<file path="src/design/id3_pkg.sv">
// ----------------------------------------------------------------------------
// id3_pkg
// Shared types, codes and tables of the ID3v2 tag stream parser.
// ----------------------------------------------------------------------------
package id3_pkg;

    localparam int ID3_QUEUE_DEPTH = 4;
    localparam int NUM_FIELDS      = 11;

    localparam logic [3:0] NO_FIELD      = 4'd15;
    localparam logic [3:0] COMMENT_FIELD = 4'd10;

    typedef enum logic [1:0] {
        KIND_TEXT  = 2'd0,
        KIND_TAG   = 2'd1,
        KIND_RATE  = 2'd2,
        KIND_NOTAG = 2'd3
    } id3_kind_t;

    // Frame idents in field code order: TIT2 TPE1 TALB TYER TRCK TCON
    // TCOM TSSE TCOP WXXX COMM.
    localparam logic [31:0] FIELD_IDENTS [NUM_FIELDS] = '{
        32'h54495432, 32'h54504531, 32'h54414C42, 32'h54594552,
        32'h5452434B, 32'h54434F4E, 32'h54434F4D, 32'h54535345,
        32'h54434F50, 32'h57585858, 32'h434F4D4D
    };

    // MPEG-1 Layer III bitrates in kbps, by bitrate index.
    localparam logic [8:0] RATE_KBPS [16] = '{
        9'd0,   9'd32,  9'd40,  9'd48,  9'd56,  9'd64,  9'd80,  9'd96,
        9'd112, 9'd128, 9'd160, 9'd192, 9'd224, 9'd256, 9'd320, 9'd0
    };

    typedef struct packed {
        id3_kind_t   kind;
        logic [3:0]  field_code;
        logic [7:0]  text_byte;
        logic        text_valid;
        logic        field_last;
        logic [7:0]  tag_version;
        logic [28:0] tag_total_size;
        logic [3:0]  rate_index;
    } id3_rec_t;

    typedef struct packed {
        logic full;
        logic empty;
    } id3_qstat_t;

endpackage

</file>
<file path="src/design/id3_in_if.sv">
// ----------------------------------------------------------------------------
// id3_in_if
// Byte stream channel into the parser.
// ----------------------------------------------------------------------------
interface id3_in_if;

    logic       valid;
    logic       ready;
    logic [7:0] data_byte;
    logic       first_byte;

    modport source (output valid, output data_byte, output first_byte, input ready);
    modport sink   (input valid, input data_byte, input first_byte, output ready);

endinterface

</file>
<file path="src/design/id3_out_if.sv">
// ----------------------------------------------------------------------------
// id3_out_if
// Result channel out of the parser.
// ----------------------------------------------------------------------------
interface id3_out_if;

    logic        valid;
    logic        ready;
    logic [1:0]  kind;
    logic [3:0]  field_code;
    logic [7:0]  text_byte;
    logic        text_valid;
    logic        field_last;
    logic [7:0]  tag_version;
    logic [28:0] tag_total_size;
    logic [8:0]  bitrate_kbps;

    modport source (
        output valid, output kind, output field_code, output text_byte,
        output text_valid, output field_last, output tag_version,
        output tag_total_size, output bitrate_kbps, input ready
    );
    modport sink (
        input valid, input kind, input field_code, input text_byte,
        input text_valid, input field_last, input tag_version,
        input tag_total_size, input bitrate_kbps, output ready
    );

endinterface

</file>
<file path="src/design/id3_front.sv">
// ----------------------------------------------------------------------------
// id3_front
// Byte parser: header check, syncsafe size, frame walk and sync search.
// Emits one result record per byte at most into the queue.
// ----------------------------------------------------------------------------
module id3_front (
    input  logic                clk,
    input  logic                rst_n,
    id3_in_if.sink              stream,
    input  id3_pkg::id3_qstat_t qstat,
    output logic                push,
    output id3_pkg::id3_rec_t   push_rec
);
    import id3_pkg::*;

    typedef enum logic [5:0] {
        PH_HEADER = 6'b000001,
        PH_FHDR   = 6'b000010,
        PH_FBODY  = 6'b000100,
        PH_SKIP   = 6'b001000,
        PH_SYNC   = 6'b010000,
        PH_DONE   = 6'b100000
    } phase_t;

    localparam logic [7:0] CHAR_I = 8'h49;
    localparam logic [7:0] CHAR_D = 8'h44;
    localparam logic [7:0] CHAR_3 = 8'h33;

    phase_t      phase_reg, phase_next;
    logic [31:0] offset_reg, offset_next;
    logic [27:0] tbs_reg, tbs_next;
    logic [27:0] rem_reg, rem_next;
    logic [31:0] ident_reg, ident_next;
    logic [31:0] len_reg, len_next;
    logic [27:0] bi_reg, bi_next;
    logic [3:0]  field_reg, field_next;
    logic        nul_reg, nul_next;
    logic [15:0] win_reg, win_next;
    logic [7:0]  version_reg, version_next;

    logic        accept;
    logic [7:0]  b;
    logic [31:0] off_eff;
    phase_t      ph_base, ph;
    logic        to_sync;
    logic [27:0] bi;
    logic [28:0] skip_limit;
    logic [3:0]  hoff;
    logic        hlow;
    logic [27:0] tbs_shift;
    logic [27:0] rem_less10;
    logic [27:0] bi_inc;
    logic [27:0] rem_after;
    logic [3:0]  match_field;
    logic [2:0]  skip_cnt;
    logic        nul_upd;

    assign stream.ready = !qstat.full;
    assign accept       = stream.valid && stream.ready;
    assign b            = stream.data_byte;

    assign off_eff    = stream.first_byte ? 32'd0 : offset_reg;
    assign ph_base    = stream.first_byte ? PH_HEADER : phase_reg;
    assign skip_limit = {1'b0, tbs_reg} + 29'd10;
    assign to_sync    = (ph_base == PH_SKIP) && ({3'b000, skip_limit} <= off_eff);
    assign ph         = to_sync ? PH_SYNC : ph_base;
    assign bi         = to_sync ? 28'd0 : bi_reg;

    assign hoff       = off_eff[3:0];
    assign hlow       = (off_eff[31:4] == 28'd0);
    assign tbs_shift  = {tbs_reg[20:0], b[6:0]};
    assign rem_less10 = rem_reg - 28'd10;
    assign bi_inc     = bi + 28'd1;
    assign rem_after  = rem_reg - len_reg[27:0];
    assign skip_cnt   = (field_reg == COMMENT_FIELD) ? 3'd4 : 3'd1;
    assign nul_upd    = nul_reg || (b == 8'h00);

    always_comb
    begin
        match_field = NO_FIELD;
        for (int k = 0; k < NUM_FIELDS; k++)
        begin
            if (ident_reg == FIELD_IDENTS[k])
            begin
                match_field = 4'(k);
            end
        end
    end

    always_comb
    begin
        phase_next   = phase_reg;
        offset_next  = offset_reg;
        tbs_next     = tbs_reg;
        rem_next     = rem_reg;
        ident_next   = ident_reg;
        len_next     = len_reg;
        bi_next      = bi_reg;
        field_next   = field_reg;
        nul_next     = nul_reg;
        win_next     = win_reg;
        version_next = version_reg;
        push         = 1'b0;
        push_rec     = '0;

        if (accept)
        begin
            phase_next  = ph;
            bi_next     = bi;
            offset_next = (off_eff == 32'hFFFF_FFFF) ? off_eff : off_eff + 32'd1;

            unique case (ph)
                PH_HEADER:
                begin
                    if (hlow && ((hoff == 4'd0 && b != CHAR_I) ||
                                 (hoff == 4'd1 && b != CHAR_D) ||
                                 (hoff == 4'd2 && b != CHAR_3)))
                    begin
                        push          = 1'b1;
                        push_rec.kind = KIND_NOTAG;
                        phase_next    = PH_SYNC;
                        win_next      = {8'h00, b};
                        bi_next       = 28'd1;
                    end
                    else if (hlow && hoff == 4'd3)
                    begin
                        version_next = b;
                    end
                    else if (hlow && hoff >= 4'd6)
                    begin
                        tbs_next = tbs_shift;
                        if (hoff == 4'd9)
                        begin
                            push                    = 1'b1;
                            push_rec.kind           = KIND_TAG;
                            push_rec.tag_version    = version_reg;
                            push_rec.tag_total_size = {1'b0, tbs_shift} + 29'd10;
                            rem_next                = tbs_shift;
                            bi_next                 = 28'd0;
                            phase_next = (tbs_shift >= 28'd10) ? PH_FHDR : PH_SKIP;
                        end
                    end
                end
                PH_FHDR:
                begin
                    if (bi == 28'd0 && (rem_reg < 28'd10 || b == 8'h00))
                    begin
                        phase_next = PH_SKIP;
                        bi_next    = 28'd0;
                    end
                    else
                    begin
                        if (bi < 28'd4)
                        begin
                            ident_next = {ident_reg[23:0], b};
                        end
                        else if (bi < 28'd8)
                        begin
                            len_next = {len_reg[23:0], b};
                        end
                        bi_next = bi_inc;
                        if (bi_inc == 28'd10)
                        begin
                            bi_next = 28'd0;
                            if (len_reg == 32'd0 || len_reg > {4'h0, rem_less10})
                            begin
                                phase_next = PH_SKIP;
                            end
                            else
                            begin
                                rem_next   = rem_less10;
                                nul_next   = 1'b0;
                                phase_next = PH_FBODY;
                                if (match_field == COMMENT_FIELD && len_reg <= 32'd4)
                                begin
                                    field_next = NO_FIELD;
                                end
                                else
                                begin
                                    field_next = match_field;
                                end
                            end
                        end
                    end
                end
                PH_FBODY:
                begin
                    if (field_reg != NO_FIELD && bi >= {25'd0, skip_cnt})
                    begin
                        nul_next            = nul_upd;
                        push                = 1'b1;
                        push_rec.kind       = KIND_TEXT;
                        push_rec.field_code = field_reg;
                        push_rec.text_byte  = b;
                        push_rec.text_valid = !nul_upd;
                        push_rec.field_last = ({4'h0, bi_inc} == len_reg);
                    end
                    bi_next = bi_inc;
                    if ({4'h0, bi_inc} == len_reg)
                    begin
                        rem_next   = rem_after;
                        bi_next    = 28'd0;
                        phase_next = (rem_after != 28'd0) ? PH_FHDR : PH_SKIP;
                    end
                end
                PH_SYNC:
                begin
                    if (bi >= 28'd2 && win_reg[15:8] == 8'hFF && win_reg[7:5] == 3'b111)
                    begin
                        push                = 1'b1;
                        push_rec.kind       = KIND_RATE;
                        push_rec.rate_index = b[7:4];
                        phase_next          = PH_DONE;
                    end
                    else
                    begin
                        win_next = {win_reg[7:0], b};
                        if (bi < 28'd2)
                        begin
                            bi_next = bi_inc;
                        end
                    end
                end
                PH_SKIP, PH_DONE:
                begin
                end
                default:
                begin
                end
            endcase
        end
    end

    always_ff @(posedge clk or negedge rst_n)
    begin
        if (!rst_n)
        begin
            phase_reg  <= PH_HEADER;
            offset_reg <= 32'd0;
        end
        else
        begin
            phase_reg  <= phase_next;
            offset_reg <= offset_next;
        end
    end

    always_ff @(posedge clk)
    begin
        tbs_reg     <= tbs_next;
        rem_reg     <= rem_next;
        ident_reg   <= ident_next;
        len_reg     <= len_next;
        bi_reg      <= bi_next;
        field_reg   <= field_next;
        nul_reg     <= nul_next;
        win_reg     <= win_next;
        version_reg <= version_next;
    end

endmodule

</file>
<file path="src/design/id3_queue.sv">
// ----------------------------------------------------------------------------
// id3_queue
// Short record queue between the parser and the output stage.
// ----------------------------------------------------------------------------
module id3_queue #(
    parameter int DEPTH = id3_pkg::ID3_QUEUE_DEPTH
) (
    input  logic                clk,
    input  logic                rst_n,
    input  logic                push,
    input  id3_pkg::id3_rec_t   push_rec,
    input  logic                pop,
    output id3_pkg::id3_rec_t   head_rec,
    output id3_pkg::id3_qstat_t qstat
);
    import id3_pkg::*;

    localparam int PTR_W = (DEPTH > 1) ? $clog2(DEPTH) : 1;
    localparam int CNT_W = $clog2(DEPTH + 1);

    id3_rec_t          slot_reg [DEPTH];
    logic [PTR_W-1:0]  wr_ptr_reg, wr_ptr_next;
    logic [PTR_W-1:0]  rd_ptr_reg, rd_ptr_next;
    logic [CNT_W-1:0]  count_reg, count_next;

    function automatic logic [PTR_W-1:0] wrap_inc(input logic [PTR_W-1:0] p);
        logic [PTR_W-1:0] r;
        r = (p == PTR_W'(DEPTH - 1)) ? '0 : p + PTR_W'(1);
        return r;
    endfunction

    assign qstat.full  = (count_reg == CNT_W'(DEPTH));
    assign qstat.empty = (count_reg == '0);
    assign head_rec    = slot_reg[rd_ptr_reg];

    always_comb
    begin
        wr_ptr_next = push ? wrap_inc(wr_ptr_reg) : wr_ptr_reg;
        rd_ptr_next = pop ? wrap_inc(rd_ptr_reg) : rd_ptr_reg;
        count_next  = count_reg + CNT_W'(push) - CNT_W'(pop);
    end

    always_ff @(posedge clk or negedge rst_n)
    begin
        if (!rst_n)
        begin
            wr_ptr_reg <= '0;
            rd_ptr_reg <= '0;
            count_reg  <= '0;
        end
        else
        begin
            wr_ptr_reg <= wr_ptr_next;
            rd_ptr_reg <= rd_ptr_next;
            count_reg  <= count_next;
        end
    end

    always_ff @(posedge clk)
    begin
        if (push)
        begin
            slot_reg[wr_ptr_reg] <= push_rec;
        end
    end

endmodule

</file>
<file path="src/design/id3_back.sv">
// ----------------------------------------------------------------------------
// id3_back
// Output stage: formats queued records, looks up the bitrate and holds
// the result register.
// ----------------------------------------------------------------------------
module id3_back (
    input  logic              clk,
    input  logic              rst_n,
    input  logic              head_valid,
    input  id3_pkg::id3_rec_t head_rec,
    output logic              pop,
    id3_out_if.source         result
);
    import id3_pkg::*;

    logic        valid_reg, valid_next;
    logic [1:0]  kind_reg, kind_next;
    logic [3:0]  field_reg, field_next;
    logic [7:0]  text_reg, text_next;
    logic        tvalid_reg, tvalid_next;
    logic        last_reg, last_next;
    logic [7:0]  version_reg, version_next;
    logic [28:0] size_reg, size_next;
    logic [8:0]  rate_reg, rate_next;

    assign pop = head_valid && (!valid_reg || result.ready);

    always_comb
    begin
        kind_next    = head_rec.kind;
        field_next   = 4'd0;
        text_next    = 8'd0;
        tvalid_next  = 1'b0;
        last_next    = 1'b0;
        version_next = 8'd0;
        size_next    = 29'd0;
        rate_next    = 9'd0;
        unique case (head_rec.kind)
            KIND_TEXT:
            begin
                field_next  = head_rec.field_code;
                text_next   = head_rec.text_byte;
                tvalid_next = head_rec.text_valid;
                last_next   = head_rec.field_last;
            end
            KIND_TAG:
            begin
                version_next = head_rec.tag_version;
                size_next    = head_rec.tag_total_size;
            end
            KIND_RATE:
            begin
                rate_next = RATE_KBPS[head_rec.rate_index];
            end
            KIND_NOTAG:
            begin
            end
            default:
            begin
            end
        endcase

        if (pop)
        begin
            valid_next = 1'b1;
        end
        else if (result.ready)
        begin
            valid_next = 1'b0;
        end
        else
        begin
            valid_next = valid_reg;
        end
    end

    always_ff @(posedge clk or negedge rst_n)
    begin
        if (!rst_n)
        begin
            valid_reg <= 1'b0;
        end
        else
        begin
            valid_reg <= valid_next;
        end
    end

    always_ff @(posedge clk)
    begin
        if (pop)
        begin
            kind_reg    <= kind_next;
            field_reg   <= field_next;
            text_reg    <= text_next;
            tvalid_reg  <= tvalid_next;
            last_reg    <= last_next;
            version_reg <= version_next;
            size_reg    <= size_next;
            rate_reg    <= rate_next;
        end
    end

    assign result.valid          = valid_reg;
    assign result.kind           = kind_reg;
    assign result.field_code     = field_reg;
    assign result.text_byte      = text_reg;
    assign result.text_valid     = tvalid_reg;
    assign result.field_last     = last_reg;
    assign result.tag_version    = version_reg;
    assign result.tag_total_size = size_reg;
    assign result.bitrate_kbps   = rate_reg;

endmodule

</file>
<file path="src/design/id3v2_tag_stream_parser.sv">
// ----------------------------------------------------------------------------
// id3v2_tag_stream_parser
// ID3v2.3 tag parser with first MPEG sync bitrate report.
//
// stream: one file byte per transfer; first_byte restarts the parse.
// result: at most one record per byte: field text bytes, tag header info,
//   no-tag notice, or the bitrate of the first MP3 frame.
// Throughput: one byte per cycle while the queue is not full.
// Path: each result record goes from the parser step into the queue,
//   then into the output register.
// The parser and the output stage meet through a record queue of
//   QUEUE_DEPTH entries; when result stalls, the queue fills and
//   stream.ready drops once it is full. Bytes that give no result never
//   wait on the output side except through a full queue.
// Reset: the parse restarts at the header, the queue and the output
//   register empty; no result is pending.
// ----------------------------------------------------------------------------
module id3v2_tag_stream_parser #(
    parameter int QUEUE_DEPTH = id3_pkg::ID3_QUEUE_DEPTH
) (
    input  logic      clk,
    input  logic      rst_n,
    id3_in_if.sink    stream,
    id3_out_if.source result
);
    import id3_pkg::*;

    logic       push;
    id3_rec_t   push_rec;
    logic       pop;
    id3_rec_t   head_rec;
    id3_qstat_t qstat;

    id3_front u_front (
        .clk      (clk),
        .rst_n    (rst_n),
        .stream   (stream),
        .qstat    (qstat),
        .push     (push),
        .push_rec (push_rec)
    );

    id3_queue #(
        .DEPTH (QUEUE_DEPTH)
    ) u_queue (
        .clk      (clk),
        .rst_n    (rst_n),
        .push     (push),
        .push_rec (push_rec),
        .pop      (pop),
        .head_rec (head_rec),
        .qstat    (qstat)
    );

    id3_back u_back (
        .clk        (clk),
        .rst_n      (rst_n),
        .head_valid (!qstat.empty),
        .head_rec   (head_rec),
        .pop        (pop),
        .result     (result)
    );

`ifndef SYNTHESIS
    a_no_push_full: assert property (@(posedge clk) disable iff (!rst_n)
        push |-> !qstat.full)
        else $error("record pushed into full queue");

    a_no_pop_empty: assert property (@(posedge clk) disable iff (!rst_n)
        pop |-> !qstat.empty)
        else $error("record popped from empty queue");

    a_queue_drains: assert property (@(posedge clk) disable iff (!rst_n)
        (!qstat.empty && (!result.valid || result.ready)) |=> result.valid)
        else $error("queued record not moved to output");
`endif

endmodule

</file>
<file path="src/flat_wrapper.sv">
// flat-port wrapper written by rule: the top's interface ports become plain ports
module id3v2_tag_stream_parser_flat import id3_pkg::*;
#(
    parameter int QUEUE_DEPTH = id3_pkg::ID3_QUEUE_DEPTH
)
  (clk, rst_n, stream_valid, stream_data_byte, stream_first_byte, stream_ready, result_valid, result_kind, result_field_code, result_text_byte, result_text_valid, result_field_last, result_tag_version, result_tag_total_size, result_bitrate_kbps, result_ready);
  id3_in_if stream_i ();
  id3_out_if result_i ();
  input  logic clk;
  input  logic rst_n;
  input wire logic [$bits(stream_i.valid)-1:0] stream_valid;
  input wire logic [$bits(stream_i.data_byte)-1:0] stream_data_byte;
  input wire logic [$bits(stream_i.first_byte)-1:0] stream_first_byte;
  output wire logic [$bits(stream_i.ready)-1:0] stream_ready;
  output wire logic [$bits(result_i.valid)-1:0] result_valid;
  output wire logic [$bits(result_i.kind)-1:0] result_kind;
  output wire logic [$bits(result_i.field_code)-1:0] result_field_code;
  output wire logic [$bits(result_i.text_byte)-1:0] result_text_byte;
  output wire logic [$bits(result_i.text_valid)-1:0] result_text_valid;
  output wire logic [$bits(result_i.field_last)-1:0] result_field_last;
  output wire logic [$bits(result_i.tag_version)-1:0] result_tag_version;
  output wire logic [$bits(result_i.tag_total_size)-1:0] result_tag_total_size;
  output wire logic [$bits(result_i.bitrate_kbps)-1:0] result_bitrate_kbps;
  input wire logic [$bits(result_i.ready)-1:0] result_ready;
  assign stream_i.valid = stream_valid;
  assign stream_i.data_byte = stream_data_byte;
  assign stream_i.first_byte = stream_first_byte;
  assign stream_ready = stream_i.ready;
  assign result_valid = result_i.valid;
  assign result_kind = result_i.kind;
  assign result_field_code = result_i.field_code;
  assign result_text_byte = result_i.text_byte;
  assign result_text_valid = result_i.text_valid;
  assign result_field_last = result_i.field_last;
  assign result_tag_version = result_i.tag_version;
  assign result_tag_total_size = result_i.tag_total_size;
  assign result_bitrate_kbps = result_i.bitrate_kbps;
  assign result_i.ready = result_ready;
  id3v2_tag_stream_parser #(.QUEUE_DEPTH(QUEUE_DEPTH)) u_core (.clk(clk), .rst_n(rst_n), .stream(stream_i), .result(result_i));
endmodule
</file>
<file path="config.mk">
export PLATFORM = sky130hd
export DESIGN_NAME = id3v2_tag_stream_parser_flat
export DESIGN_NICKNAME = d
export VERILOG_FILES = /design/src/design/id3_pkg.sv /design/src/design/id3_in_if.sv /design/src/design/id3_out_if.sv /design/src/design/id3_front.sv /design/src/design/id3_queue.sv /design/src/design/id3_back.sv /design/src/design/id3v2_tag_stream_parser.sv /design/src/flat_wrapper.sv
export SDC_FILE = /design/constraint.sdc
export NUM_CORES = 1
export LEC_CHECK = 0
export BUFFER_PORTS_ARGS = -buffer_cell sky130_fd_sc_hd__buf_2
export CAP_MARGIN = 20
export CORE_MARGIN = 2
export CORE_UTILIZATION = 40
export DETAILED_ROUTE_END_ITERATION = 16
export MAX_ROUTING_LAYER = met4
export SLEW_MARGIN = 40
export SYNTH_ARGS = -nofsm -noshare
export SYNTH_HDL_FRONTEND = slang
export SYNTH_HIERARCHICAL = 1
export SYNTH_SLANG_ARGS = --single-unit
export TNS_END_PERCENT = 100
</file>
<file path="constraint.sdc">
create_clock -name clk -period 9.3 [get_ports clk]
set_input_delay 1.86 -clock clk [delete_from_list [all_inputs] [get_ports clk]]
set_output_delay 1.86 -clock clk [all_outputs]
set_load 0.05 [all_outputs]
</file>
Yosys cells after proc, flatten, opt, wreduce, memory -nomap -nowiden
Memory sizes are Yosys's and may differ from the RTL's. A register that Yosys moved wholly into a read port is not among the register bits.
Index checks and enable logic that the tools add are counted.
Widths: inputs -> output; s select.
{"block": "word_totals", "rom_bits": 144, "ramBits": 228, "regBits": 276, "input_bits": 13, "mem_count": 2, "output_inout_bits": 64, "word_cells": 229}
{"name": "u_core.u_queue.slot_reg", "words": 4, "width": 57, "read_ports": 1, "rd_ports_with_merged_regs": 0, "wr": 1, "line": "id3_queue.sv:21", "source": "id3_rec_t slot_reg [DEPTH];"}
{"name": "(no name shown)", "words": 16, "width": 9, "read_ports": 1, "rd_ports_with_merged_regs": 1, "wr": 0, "line": "id3_back.sv:53", "source": "rate_next = RATE_KBPS[head_rec.rate_index];"}
{"block": "classes", "order_cmp": 11, "bitwise": 6, "eq_ne": 47, "n_reduce_logical": 45, "n_addsub": 10, "mux": 86}
{"cell": "$mux 28", "count": 18}
{"cell": "$eq 32x31->1 const B", "count": 11}
{"cell": "$mux 37", "count": 5}
{"cell": "$pmux 28 s4", "count": 1}
{"cell": "$pmux 28 s3", "count": 1}
{"cell": "$mux 32", "count": 2}
{"cell": "$mux 4", "count": 16}
{"cell": "$mux 6", "count": 10}
{"cell": "$add 28x4->29 const B", "count": 2}
{"cell": "$mux 57", "count": 1}
{"cell": "$logic_not 28->1", "count": 2}
{"cell": "$lt 28x4->1 const B", "count": 2}
{"cell": "$add 32x1->32 const B", "count": 1}
{"cell": "$eq 28x32->1", "count": 1}
{"cell": "$eq 32x32->1 const B", "count": 1}
{"cell": "$gt 32x28->1", "count": 1}
{"cell": "$le 29x32->1", "count": 1}
{"cell": "$le 32x3->1 const B", "count": 1}
{"cell": "$logic_not 32->1", "count": 1}
{"cell": "$mux 16", "count": 2}
{"cell": "$pmux 16 s2", "count": 1}
{"cell": "$add 28x1->28 const B", "count": 1}
{"cell": "$eq 28x4->1 const B", "count": 1}
{"cell": "$ge 28x2->1 const B", "count": 1}
{"cell": "50 further kinds", "count": 121}

Logic depth before layout (Yosys ltp)
Gate-level depths: netlist of the first run.
{"block": "depth", "depth_word": 14, "depth_mapped": 33, "ltp_nobuf": 27}

By module
Netlist of the first run, hierarchy kept.
{"mod": "id3_front", "cells_per_inst": 1754, "n_inst": 1, "area_each_um2": 16090.4}
{"mod": "id3_queue", "cells_per_inst": 334, "n_inst": 1, "area_each_um2": 8647.0}
{"mod": "id3_back", "cells_per_inst": 152, "n_inst": 1, "area_each_um2": 2404.8}
{"mod": "id3v2_tag_stream_parser", "cells_per_inst": 1, "n_inst": 1, "area_each_um2": 3.8}

Worst setup path before layout of the first run
OpenSTA, ideal clock, no wires.
{"block": "synth_path", "path_kind": "input-to-reg", "start": "input port stream_first_byte", "end": "register u_core.u_front.rem_reg[10] (enable)", "setup_time_ps": 420, "setup_slack_ps": 230, "path_buffers": 7, "path_stages": 26, "t_arrival_ps": 8650, "path_cell_list": "clkbuf_1 clkinv_1 clkbuf_1 buf_1 nand2_1 ha_1 nand4_2 a2111o_1 a311oi_4 or3_1 buf_2 and2_1 clkbuf_1 ha_1 buf_2 nand4_2 buf_2 nor3_1 and3b_1 xnor2_1 nand3_1 a221o_1 a2111oi_4 a21o_4 nand2_1 a21oi_1"}
{"block": "synth_between", "elab_chain_len": 8}
{"item": "from (decl)", "line": "flat_wrapper.sv:13", "source": "input wire logic [$bits(stream_i.first_byte)-1:0] stream_first_byte;"}
{"item": "$mux 32 or $mux 6 (tied branches)", "line": "id3_front.sv:62, id3_front.sv:63"}
{"item": "$le 29x32->1, or another cell as far along", "line": "id3_front.sv:65", "source": "assign to_sync = (ph_base == PH_SKIP) && ({3'b000, skip_limit} <= off_eff);"}
{"item": "$logic_and 1x1->1, on equally long branches", "line": "id3_front.sv:65, id3_front.sv:115, id3_front.sv:116"}
{"item": "$mux 28 or $logic_or 1x1->1 (tied branches)", "line": "id3_front.sv:67, id3_front.sv:115"}
{"item": "$add 28x1->28, or another cell as far along", "line": "id3_front.sv:73", "source": "assign bi_inc = bi + 28'd1;"}
{"item": "$eq 28x32->1, or another cell as far along", "line": "id3_front.sv:199", "source": "if ({4'h0, bi_inc} == len_reg)"}
{"item": "$ne 2x2->1 (no source line)"}
{"item": "$reduce_and 10->1 (no source line) (*)"}
{"item": "to (signal assigned)", "line": "id3_front.sv:251", "source": "rem_reg <= rem_next;"}
{"item": "to (decl)", "line": "id3_front.sv:32", "source": "logic [27:0] rem_reg, rem_next;"}
Mark *: on every way between the ends. The rest lies on a longest branch, timed or not.
A chain may end at the register's enable or synchronous reset.

Worst setup path after layout of the first run
{"block": "layout_path", "start": "register u_core.u_front.tbs_reg[11]", "end": "register u_core.u_front.bi_reg[19], data pin"}
{"block": "layout_between", "elab_chain_len": 9}
{"item": "from (decl)", "line": "id3_front.sv:31", "source": "logic [27:0] tbs_reg, tbs_next;"}
{"item": "from (signal assigned)", "line": "id3_front.sv:250", "source": "tbs_reg <= tbs_next;"}
{"item": "$add 28x4->29 (*)", "line": "id3_front.sv:64", "source": "assign skip_limit = {1'b0, tbs_reg} + 29'd10;"}
{"item": "$le 29x32->1 (*)", "line": "id3_front.sv:65"}
{"item": "$logic_and 1x1->1 (*)", "line": "id3_front.sv:65"}
{"item": "$mux 28", "line": "id3_front.sv:67", "source": "assign bi = to_sync ? 28'd0 : bi_reg;"}
{"item": "$add 28x1->28, or another cell as far along", "line": "id3_front.sv:73"}
{"item": "$eq 28x4->1, or another cell as far along", "line": "id3_front.sv:162", "source": "if (bi_inc == 28'd10)"}
{"item": "$mux 28, or another cell as far along", "line": "id3_front.sv:162"}
{"item": "$mux 28, on equally long branches", "line": "id3_front.sv:146, id3_front.sv:115, id3_front.sv:208"}
{"item": "$pmux 28 s4 (*)", "line": "id3_front.sv:112", "source": "unique case (ph)"}
{"item": "to (signal assigned)", "line": "id3_front.sv:254", "source": "bi_reg <= bi_next;"}
{"item": "to (decl)", "line": "id3_front.sv:35", "source": "logic [27:0] bi_reg, bi_next;"}
Marks and branches as above.

==> summary.md, run 1 <==
| Metric | Value |
|---|---|
| Status | finished, final reports clean |
| Num ports | between 70 and 80 |
| Netlist cell types | between 100 and 150 |
| Final nets | 2430 |
| Post-synth EDFFs | ~460 |
| WL per Instance | between 20 and 25 um |
| Number of core rows | between 90 and 100 |
| Worst-case clock buffer depth | 3 |
| Static Leak | between 10 and 15 nW |
| Synthesized instance count | 2241 |
| Die ar. | around 70000 um^2 |
| Synthesized area | ~27000 um^2 |
| H-Tree Level Count | 2 |
| Seq/Total Area, Yosys | 0.556 |
| Core Area | 67200 um^2 |
| Post-layout min period | between 8 and 9 ns |
| Root Buffer | clkbuf_16 |
| Post-synthesis average cell area | approximately 12 um^2 |
| Max reg flops | roughly 230 |
| Largest net degree at the start of global routing | 63 |
| Critical path's largest stage delay | approximately 0.7 ns |
| Clk sink count | 510 |
| Antenna Cells | 0 |
| Clk slew on worst S/H paths | ~0.06 ns |
| Hold Crit Class | register to register |
| CTS Buf Count | 54 |
| Final Instance Area | roughly 30000 um^2 |
| Slowest cell on the critical path | edfxtp_1 |
| Vias in the first global route | ~18000 |
| CTS tree | yes |
| Startpoint types | register |
| Commonest non-fill, non-tap cell in the layout | edfxtp_1 |
| Fill count | between 6000 and 7000 |
| Final ANT Viol Nets | 0 |
| Fin Setup TNS | 0 ns |
| Port bufs | 73 |
| WP data arrival | slightly below 9 ns |
| Buffers & Inverters on Critical Path | 2 |
| Worst EP required | slightly below 10 ns |
| GRT Overall Usage | 0.206 |
| Area growth from synthesis to layout | 11.7% |
| Post-CTS sizing | 0 |
| Fmax | about 120 MHz |
| Clk Latency, worst-skew pair | roughly 0.63 ns |
| Async set-or-reset flop fraction in the synthesized netlist | 0.0902 |
| Worst Setup End Kind | register |
| Delay-heaviest family, CP | simple AND/OR/NAND/NOR gates |
| WL final | between 70 and 80 mm |
| Unrepaired setup endpoints after global routing | false |
| VDD IR-drop max | ~0.16 mV |
| Starting Density | 0.404 |
| Setup bufs post-CTS | 0 |
| Post-layout util | 0.452 |
| Die X | roughly 260 um |
| Pwr per Cell Area | around 240 nW/um^2 |
| Worst Max-Slew Pin Slew | between 0.8 and 0.9 ns |
| Initial antenna violation count | 1 |
| Initial drt markers | 1627 |
| Clock Skew | approximately 0.046 ns |
| Yosys reg bits | 510 |
| Worst-path fanout max | 17 |
| Die Ht | 265 um |
| # hold bufs at CTS | 0 |
| Period utilization | 0.896 |
| Max Slew Vio Count | 0 |
| Max-cap violation count | 0 |
| Proportion of layout cells with a drive suffix above 1 | 0.136 |
| Global-route wire length before repair | roughly 110 mm |
| Final GP Congestion | 0.883 |
| Final HPWL DP | 49.3 mm |
| CP most frequent cell | nand3_1 |
| GRT overflow | 0 |
| Vias | between 15000 and 20000 |
| Synth warn | 6 |
| Vias per inst | just under 6 |
| Worst relative slew slack | 0.455 |
| Post-DP Area | between 20000 and 30000 um^2 |
| Detailed Routing Iterations Pass 1 | 7 |
| Critical setup path kind | register to register |
| Final Setup Violations | 0 |
| Final hold vios | 0 |
| DRC viols | 0 |
| Primary FF master, synth | edfxtp_1 |
| Most frequent cells in the layout | edfxtp_1 (464), nand2_1 (176), nor2_1 (173) |
## cells in the mapped netlist, types with 26 or more instances
master | n | share of area
nor2b_1 | 28 | 0.0065
nand4_1 | 47 | 0.011
a31oi_1 | 34 | 0.0078
and2_1 | 96 | 0.022
inv_1 | 80 | 0.011
mux4_2 | 58 | 0.048
a221o_1 | 26 | 0.0096
xor2_1 | 70 | 0.023
nand2_1 | 178 | 0.025
nand3_1 | 68 | 0.013
dfrtp_1 | 45 | 0.041
nor4_1 | 46 | 0.011
ha_1 | 109 | 0.050
nor3_1 | 53 | 0.0098
o21ai_0 | 67 | 0.012
xnor2_1 | 92 | 0.030
edfxtp_1 | 464 | 0.51
nor2_1 | 175 | 0.024
clkbuf_1 | 56 | 0.0077
a21oi_1 | 93 | 0.017
## per-stage QoR
step	std cells	hold WS [ns]	worst slack [ns]	total power, mW
CTS	3224	0.456	1.03	7.26
global route	3224	0.469	0.286	7.52
finish	3224	0.462	0.968	7.19
floorplan	2243	0.418	0.230	4.58
global placement	3122	0.425	0.886	5.03
detailed placement	3123	0.441	0.872	5.07
## final timing paths
| path | start | to | slack (ns) | cells after the start |
|---|---|---|---|---|
| min | u_core/u_front/ident_reg[13] | u_core/u_front/ident_reg[21] | 0.46 | 0 |
| min in group asynchronous | rst_n | u_core/u_queue/count_reg[2] | 1.36 | 2 |
| max in group asynchronous | rst_n | u_core/u_queue/rd_ptr_reg[1] | 7.42 | 2 |
| min reg2reg | u_core/u_front/ident_reg[13] | u_core/u_front/ident_reg[21] | 0.46 | 0 |
| max reg2reg | u_core/u_front/tbs_reg[11] | u_core/u_front/bi_reg[19] | 0.97 | 28 |
| max | u_core/u_front/tbs_reg[11] | u_core/u_front/bi_reg[19] | 0.97 | 28 |
## where the power goes
part / switching [mW] / leakage (nW) / internal, mW
Sequential: 0.248 / 4.67 / 2.85
Clock: 0.935 / 0.867 / 1.24
Combinational: 1.24 / 4.72 / 0.676
Total: 2.42 / 10.3 / 4.77
## routing by layer
| layer | GRT usage | up-vias | part of all wire |
|---|---|---|---|
| met5 | - | - | 0 |
| met2 | 0.325 | 625 | 0.47 |
| met1 | 0.281 | 9266 | 0.45 |
| met4 | 0.0510 | 0 | 0.022 |
| li1 | - | 8604 | - |
| met3 | 0.0314 | 112 | 0.060 |
## logic make-up after synthesis
group           after synthesis  share of synthesized area
xor+xnor                    163                     0.0531
compound gates              355                     0.0893
fa+ha+maj                   111                     0.0517
buf+inv                     186                     0.0307
other cells                   1                   0.000138
flops                       510                      0.556
simple gates                848                      0.168
mux                          67                     0.0516
## layout make-up
cell class              count  area [um^2]  share of cell area
inverters                  83          312              0.0103
clock inverters            40          380              0.0125
clock buffers              61         1420              0.0468
repair buffers            110          713              0.0235
flip-flops and latches    510        15100               0.498
multi-input cells        1547        11300               0.373
well taps                 873         1090              0.0360
Power figures use the tool's default switching activity.
==> run 2: changes to the inputs <==
CAP_MARGIN = 10   (was 20)
CORE_UTILIZATION = 50   (was 40)
PLACE_DENSITY = 0.66   (was not set)
==> run 2 against run 1 <==
Against the previous run: total power up 2.5%; critical endpoint is now u_core/u_front/bi_reg[20]; via count hardly changed; final cell count down 5.3%.
==> summary.md, run 2 (synthesis results as in run 1) <==
| Metric | Value |
|---|---|
| Vias in the first global route | 18400 (+0.77%) |
| Largest net degree at the start of global routing | 63 (unchanged) |
| Slowest cell on the critical path | edfxtp_1 |
| Starting Density | 0.505 (+0.101) |
| Fill count | 4463 (-26%) |
| Critical path's largest stage delay | 0.64 ns (-0.05 ns) |
| Most frequent cells in the layout | edfxtp_1 (464), nand2_1 (176), nor2_1 (174) |
| Clk slew on worst S/H paths | 0.06 ns (about the same) |
| Vias | 18600 (-0.097%) |
| Port bufs | 73 (unchanged) |
| Die Ht | 237 um (-10%) |
| Clock Skew | 0.0444 ns (-0.00181 ns) |
| Post-DP Area | 28300 um^2 (-0.84%) |
| DRC viols | 0 (unchanged) |
| Final Setup Violations | 0 (unchanged) |
| Initial drt markers | 1768 (+8.7%) |
| Worst relative slew slack | 0.416 (-0.0389) |
| Antenna Cells | 0 (unchanged) |
| # hold bufs at CTS | 0 (unchanged) |
| Root Buffer | clkbuf_16 |
| Post-Place Cells | 2948 (-5.6%) |
| Initial antenna violation count | 1 (unchanged) |
| Commonest non-fill, non-tap cell in the layout | edfxtp_1 |
| Beginning of the critical path | u_core/u_front/tbs_reg[12] |
| WP data arrival | 8.83 ns (+0.14 ns) |
| Detailed Routing Iterations Pass 1 | 5 (-2) |
| CTS tree | yes |
| Global-route wire length before repair | 107 mm (-2.4%) |
| CP most frequent cell | nand3_1 |
| Worst Max-Slew Pin Slew | 0.868 ns (+0.0590 ns) |
| Final hold vios | 0 (unchanged) |
| Vias per inst | 6.09 (+5.5%) |
| Max-cap violation count | 0 (unchanged) |
| Layout Cells excl Fill | 3053 (-5.3%) |
| Max reg flops | 228 (unchanged) |
| GRT overflow | 0 (unchanged) |
| Fmax | 118 MHz (-1.9%) |
| Worst EP required | 9.63 ns (-0.02 ns) |
| Fin Setup TNS | 0 ns (unchanged) |
| Area growth from synthesis to layout | 11.6% |
| Final nets | 2434 (+0.16%) |
| Pwr per Cell Area | 243 nW/um^2 (+2.6%) |
| Final GP Congestion | 0.940 (+6.4%) |
| Critical setup path kind | register to register |
| GRT Overall Usage | 0.252 (+0.0457) |
| Worst-path fanout max | 23 (+6) |
| Tot Pwr | 7.37 mW (+2.5%) |
| Hold Crit Class | register to register |
| RR Startpoint | u_core/u_front/tbs_reg[12] |
| Unrepaired setup endpoints after global routing | false |
| Final ANT Viol Nets | 0 (unchanged) |
| Period utilization | 0.913 (+0.0171) |
| Core Area | 53700 um^2 (-20%) |
| Post-CTS sizing | 0 (unchanged) |
| Proportion of layout cells with a drive suffix above 1 | 0.137 (+0.00135) |
| Final HPWL DP | 47.4 mm (-4.0%) |
| Max Slew Vio Count | 0 (unchanged) |
| WL per Instance | 22.5 um (+2.0%) |
| Setup bufs post-CTS | 0 (unchanged) |
| H-Tree Level Count | 2 (unchanged) |
| Num ports | 77 (unchanged) |
| Hold_sp | u_core/u_front/ident_reg[22] |
| Worst-case clock buffer depth | 3 (unchanged) |
| VDD IR-drop max | 0.161 mV (-1.3%) |
| Post-layout util | 0.564 (+0.112) |
| Clk Latency, worst-skew pair | 0.64 ns (about the same) |
| Post-layout min period | 8.49 ns (+0.159 ns) |
| Startpoint types | register |
| WL final | 68.6 mm (-3.4%) |
| Number of core rows | 85 (-11%) |
| CTS Buf Count | 56 (+3.7%) |
| Die ar. | 56200 um^2 (-20%) |
| Worst Setup End Kind | register |
| Static Leak | 10.4 nW (+0.96%) |
| Clk sink count | 510 (unchanged) |
| Die X | 237 um (-10%) |
| Final Instance Area | 30300 um^2 (-0.11%) |
| Status | finished, final reports clean |
| Register-to-Register Setup Slack | 0.81 ns (-0.16 ns) |
-- run 2: changes by cell type in the layout (fill, tap and decap cells not counted), moves of 2 or more --
cell / previous run / this run
buf_12: 5 / 2
buf_4: 30 / 34
bufinv_16: 5 / 11
clkbuf_1: 4 / 6
clkinv_1: 13 / 11
clkinv_2: 12 / 8
clkinv_4: 1 / 3
clkinvlp_4: 7 / 5
-- run 2: metal layers --
metal | track usage | up-vias | wire length [um]
met5 | - | - | 0
met2 | 0.408 | 703 | 32800
met1 | 0.330 | 9135 | 29500
met4 | 0.0869 | 0 | 2160
met3 | 0.0323 | 143 | 4170
li1 | - | 8608 | -
-- run 2: worst paths after layout --
check,cells past startpoint,end
min reg2reg,0,u_core/u_front/ident_reg[30]
max,29,u_core/u_front/bi_reg[20]
max in group asynchronous,2,u_core/u_queue/rd_ptr_reg[0]
min in group asynchronous,2,u_core/u_back/result.valid
max reg2reg,29,u_core/u_front/bi_reg[20]
min,0,u_core/u_front/ident_reg[30]
-- run 2: per-stage QoR --
| stage | setup WS, ns | hold slack, ns |
|---|---|---|
| after floorplan | 0.230 | 0.418 |
| after global placement | 0.700 | 0.426 |
| after detailed placement | 0.615 | 0.437 |
| after CTS | 0.913 | 0.452 |
| after global routing | 0.176 | 0.456 |
| final | 0.810 | 0.451 |
-- run 2: layout make-up --
| type | instances | area [um^2] | area share |
|---|---|---|---|
| inverters | 83 | 312 | 0.0103 |
| multi-input cells | 1547 | 11300 | 0.374 |
| clock inverters | 42 | 572 | 0.0189 |
| flip-flops and latches | 510 | 15100 | 0.498 |
| clock buffers | 63 | 1440 | 0.0474 |
| well taps | 696 | 871 | 0.0287 |
| repair buffers | 112 | 694 | 0.0229 |
-- run 2: worst max-delay path: cells and delay by family, from the launching register on --
family	cells	cell delay, ns
AO/OA/AOI/OAI	6	1.45
XOR/XNOR	2	0.42
adder cells (fa/ha/maj)	2	0.50
buffers and inverters	3	0.59
flip-flops	1	0.64
multiplexers	1	0.10
AND/OR/NAND/NOR	15	4.46
-- run 2: power breakdown --
part	internal (mW)	total [mW]	switching, mW	leakage [nW]
Combinational	0.665	1.89	1.23	4.72
Sequential	2.85	3.10	0.250	4.67
Clock	1.43	2.38	0.950	0.963
==> run 3: changes to the inputs <==
SKIP_CTS_REPAIR_TIMING = 1   (was not set)
clock period = 9.61 ns   (was 9.3 ns; I/O delays follow)
==> run 3 against run 2 <==
Against the previous run: clock skew grew 0.0026 ns; final cell count is essentially flat; die area unchanged; setup slack improved by 0.48 ns; sequential share of layout area is 0.12 points higher; total power decreased by 4.6%; clock power is 8% lower; largest cell class unchanged.
==> summary.md, run 3 (synthesis results as in run 1) <==
| Metric | Value |
|---|---|
| Tot Pwr | 7.03 mW (-4.6%) |
| DRC viols | 0 (unchanged) |
| Max-cap violation count | 0 (unchanged) |
| Die ar. | 56200 um^2 (unchanged) |
| Commonest non-fill, non-tap cell in the layout | edfxtp_1 |
| Fin Setup TNS | 0 ns (unchanged) |
| Fmax | 120 MHz (+2.0%) |
| WL per Instance | 22.6 um (+0.44%) |
| Hold Crit Class | register to register |
| Post-layout min period | 8.32 ns (-0.169 ns) |
| Unrepaired setup endpoints after global routing | false |
| Final Setup Violations | 0 (unchanged) |
| Port bufs | 73 (unchanged) |
| CP most frequent cell | nand3_1 |
| Final nets | 2435 (+0.041%) |
| Starting Density | 0.505 (unchanged) |
| Area growth from synthesis to layout | 11.3% |
| Hold worst-path end | u_core/u_front/ident_reg[23] |
| Clk pwr share | 0.313 (-0.010) |
| Clk Latency, worst-skew pair | 0.64 ns (about the same) |
| Clk sink count | 510 (unchanged) |
| Max reg flops | 228 (unchanged) |
| VDD IR-drop max | 0.201 mV (+25%) |
| Final ANT Viol Nets | 0 (unchanged) |
| Hold Crit Depth | 0 (unchanged) |
| Critical path's largest stage delay | 0.70 ns (+0.06 ns) |
| Worst relative slew slack | 0.433 (+0.0178) |
| GRT overflow | 0 (unchanged) |
| Initial drt markers | 1509 (-15%) |
| Hold_sp | u_core/u_front/ident_reg[15] |
| Largest net degree at the start of global routing | 63 (unchanged) |
| Period utilization | 0.866 (-0.0470) |
| Post-layout util | 0.563 (-0.00137) |
| Placement Setup Slack | 1.14 ns (+0.524 ns) |
| WP data arrival | 8.65 ns (-0.18 ns) |
| Static Leak | 10.3 nW (-0.16%) |
| WL final | 68.9 mm (+0.41%) |
| CTS tree | yes |
| Proportion of layout cells with a drive suffix above 1 | 0.139 (+0.00133) |
| Antenna Cells | 0 (unchanged) |
| Initial antenna violation count | 4 (+3) |
| Pwr per Cell Area | 233 nW/um^2 (-4.4%) |
| Vias in the first global route | 18300 (-0.52%) |
| Slowest cell on the critical path | nor4_1 |
| Top sig layer | met4 |
| Root Buffer | clkbuf_16 |
| CTS Buf Count | 54 (-3.6%) |
| Most frequent cells in the layout | edfxtp_1 (464), nand2_1 (176), nor2_1 (174) |
| GRT Overall Usage | 0.253 (+0.00127) |
| DR WL met2 | 33.4 mm (+1.7%) |
| Register-to-Register Setup Slack | 1.29 ns (+0.48 ns) |
| Routed metal-1 wire length | 29.3 mm (-0.53%) |
| Detailed Routing Iterations Pass 1 | 6 (+1) |
| Die X | 237 um (unchanged) |
| H-Tree Level Count | 2 (unchanged) |
| Number of core rows | 85 (unchanged) |
| R2R depth | 28 (-3.4%) |
| Num ports | 77 (unchanged) |
| Final hold vios | 0 (unchanged) |
| Status | finished, final reports clean |
| Pint | 4.70 mW (-5.0%) |
| Worst EP required | 9.94 ns (+0.31 ns) |
| Global-route wire length before repair | 107 mm (+0.16%) |
| Sw Share | 0.331 (+0.00233) |
| Worst Max-Slew Pin Slew | 0.842 ns (-0.0264 ns) |
| Clock Skew | 0.0469 ns (+0.00255 ns) |
| RR Startpoint | u_core/u_front/tbs_reg[6] |
| Routed wl met3 | 3.87 mm (-7.2%) |
| Worst-case clock buffer depth | 3 (unchanged) |
| Final HPWL DP | 48.9 mm (+3.1%) |
| Worst Setup End Kind | register |
| Critical setup path kind | register to register |
| Vias | 18500 (-0.54%) |
| Die Ht | 237 um (unchanged) |
| Core Area | 53700 um^2 (unchanged) |
| Max Slew Vio Count | 0 (unchanged) |
| Reg power frac | 0.426 (+0.006) |
| Min Hold Slack | 0.447 ns (-0.00364 ns) |
| Vias per inst | 6.06 (-0.51%) |
| Net Sw Power | 2.33 mW (-4.0%) |
| Final worst slack | 1.29 ns (+0.479 ns) |
| Clk slew on worst S/H paths | 0.06 ns (about the same) |
| Comb power frac | 0.260 (+0.003) |
| Reg-to-Reg End | u_core/u_front/bi_reg[21] |
| Worst-path fanout max | 15 (-35%) |
| Final GP Congestion | 0.932 (-0.89%) |
| Startpoint types | register |
## run 3: worst max-delay path, delay by kind of cell (launching register included)
family	cells	cell delay, ns
buffers and inverters	2	0.37
AOI/OAI and AO/OA	7	1.67
adders and majority gates	2	0.53
DFF	1	0.61
and+or+nand+nor	15	4.40
xor gates and xnor gates	2	0.43
## run 3: how the worst max path moves through the flow
| stage | from | to | slack (ns) | cells after the start |
|---|---|---|---|---|
| global route | u_core/u_front/tbs_reg[6] | u_core/u_front/bi_reg[23] | 0.83 | 28 |
| detailed placement | stream_first_byte | u_core/u_front/bi_reg[23] | 1.14 | 25 |
| floorplan | stream_first_byte | u_core/u_front/rem_reg[10] | 0.48 | 26 |
| CTS | u_core/u_front/tbs_reg[6] | u_core/u_front/bi_reg[26] | 1.30 | 27 |
| global placement | stream_first_byte | u_core/u_front/bi_reg[21] | 1.22 | 24 |
| finish | u_core/u_front/tbs_reg[6] | u_core/u_front/bi_reg[21] | 1.29 | 28 |
## run 3: area by class of cell
cell class,count,area [um^2]
clock buffer,63,1440
clock inverter,38,459
fill,4399,23500
inverter,83,312
multi-input combinational,1547,11300
sequential,510,15100
tap,696,871
timing repair buffer,115,743
## run 3: power by group through the flow
stage / clock network [mW] / registers (mW) / logic (mW)
after floorplan: 0 / 3.31 / 1.12
after global placement: 0 / 3.04 / 1.82
after detailed placement: 0 / 3.04 / 1.84
after CTS: 2.25 / 3.00 / 1.84
after global routing: 2.33 / 3.04 / 1.97
final: 2.20 / 3.00 / 1.83
## run 3: layer usage
layer | vias up | track usage
met1 | 9122 | 0.328
met2 | 612 | 0.412
met3 | 139 | 0.0342
li1 | 8616 | -
met5 | - | -
met4 | 0 | 0.0894
## run 3: per-stage QoR
stage | cell area [um^2] | instances
2_1_floorplan | 27200 | 2243
3_3_place_gp | 28300 | 2951
3_5_place_dp | 28300 | 2951
4_1_cts | 30200 | 3052
5_1_grt | 30200 | 3052
6_report | 30200 | 3052
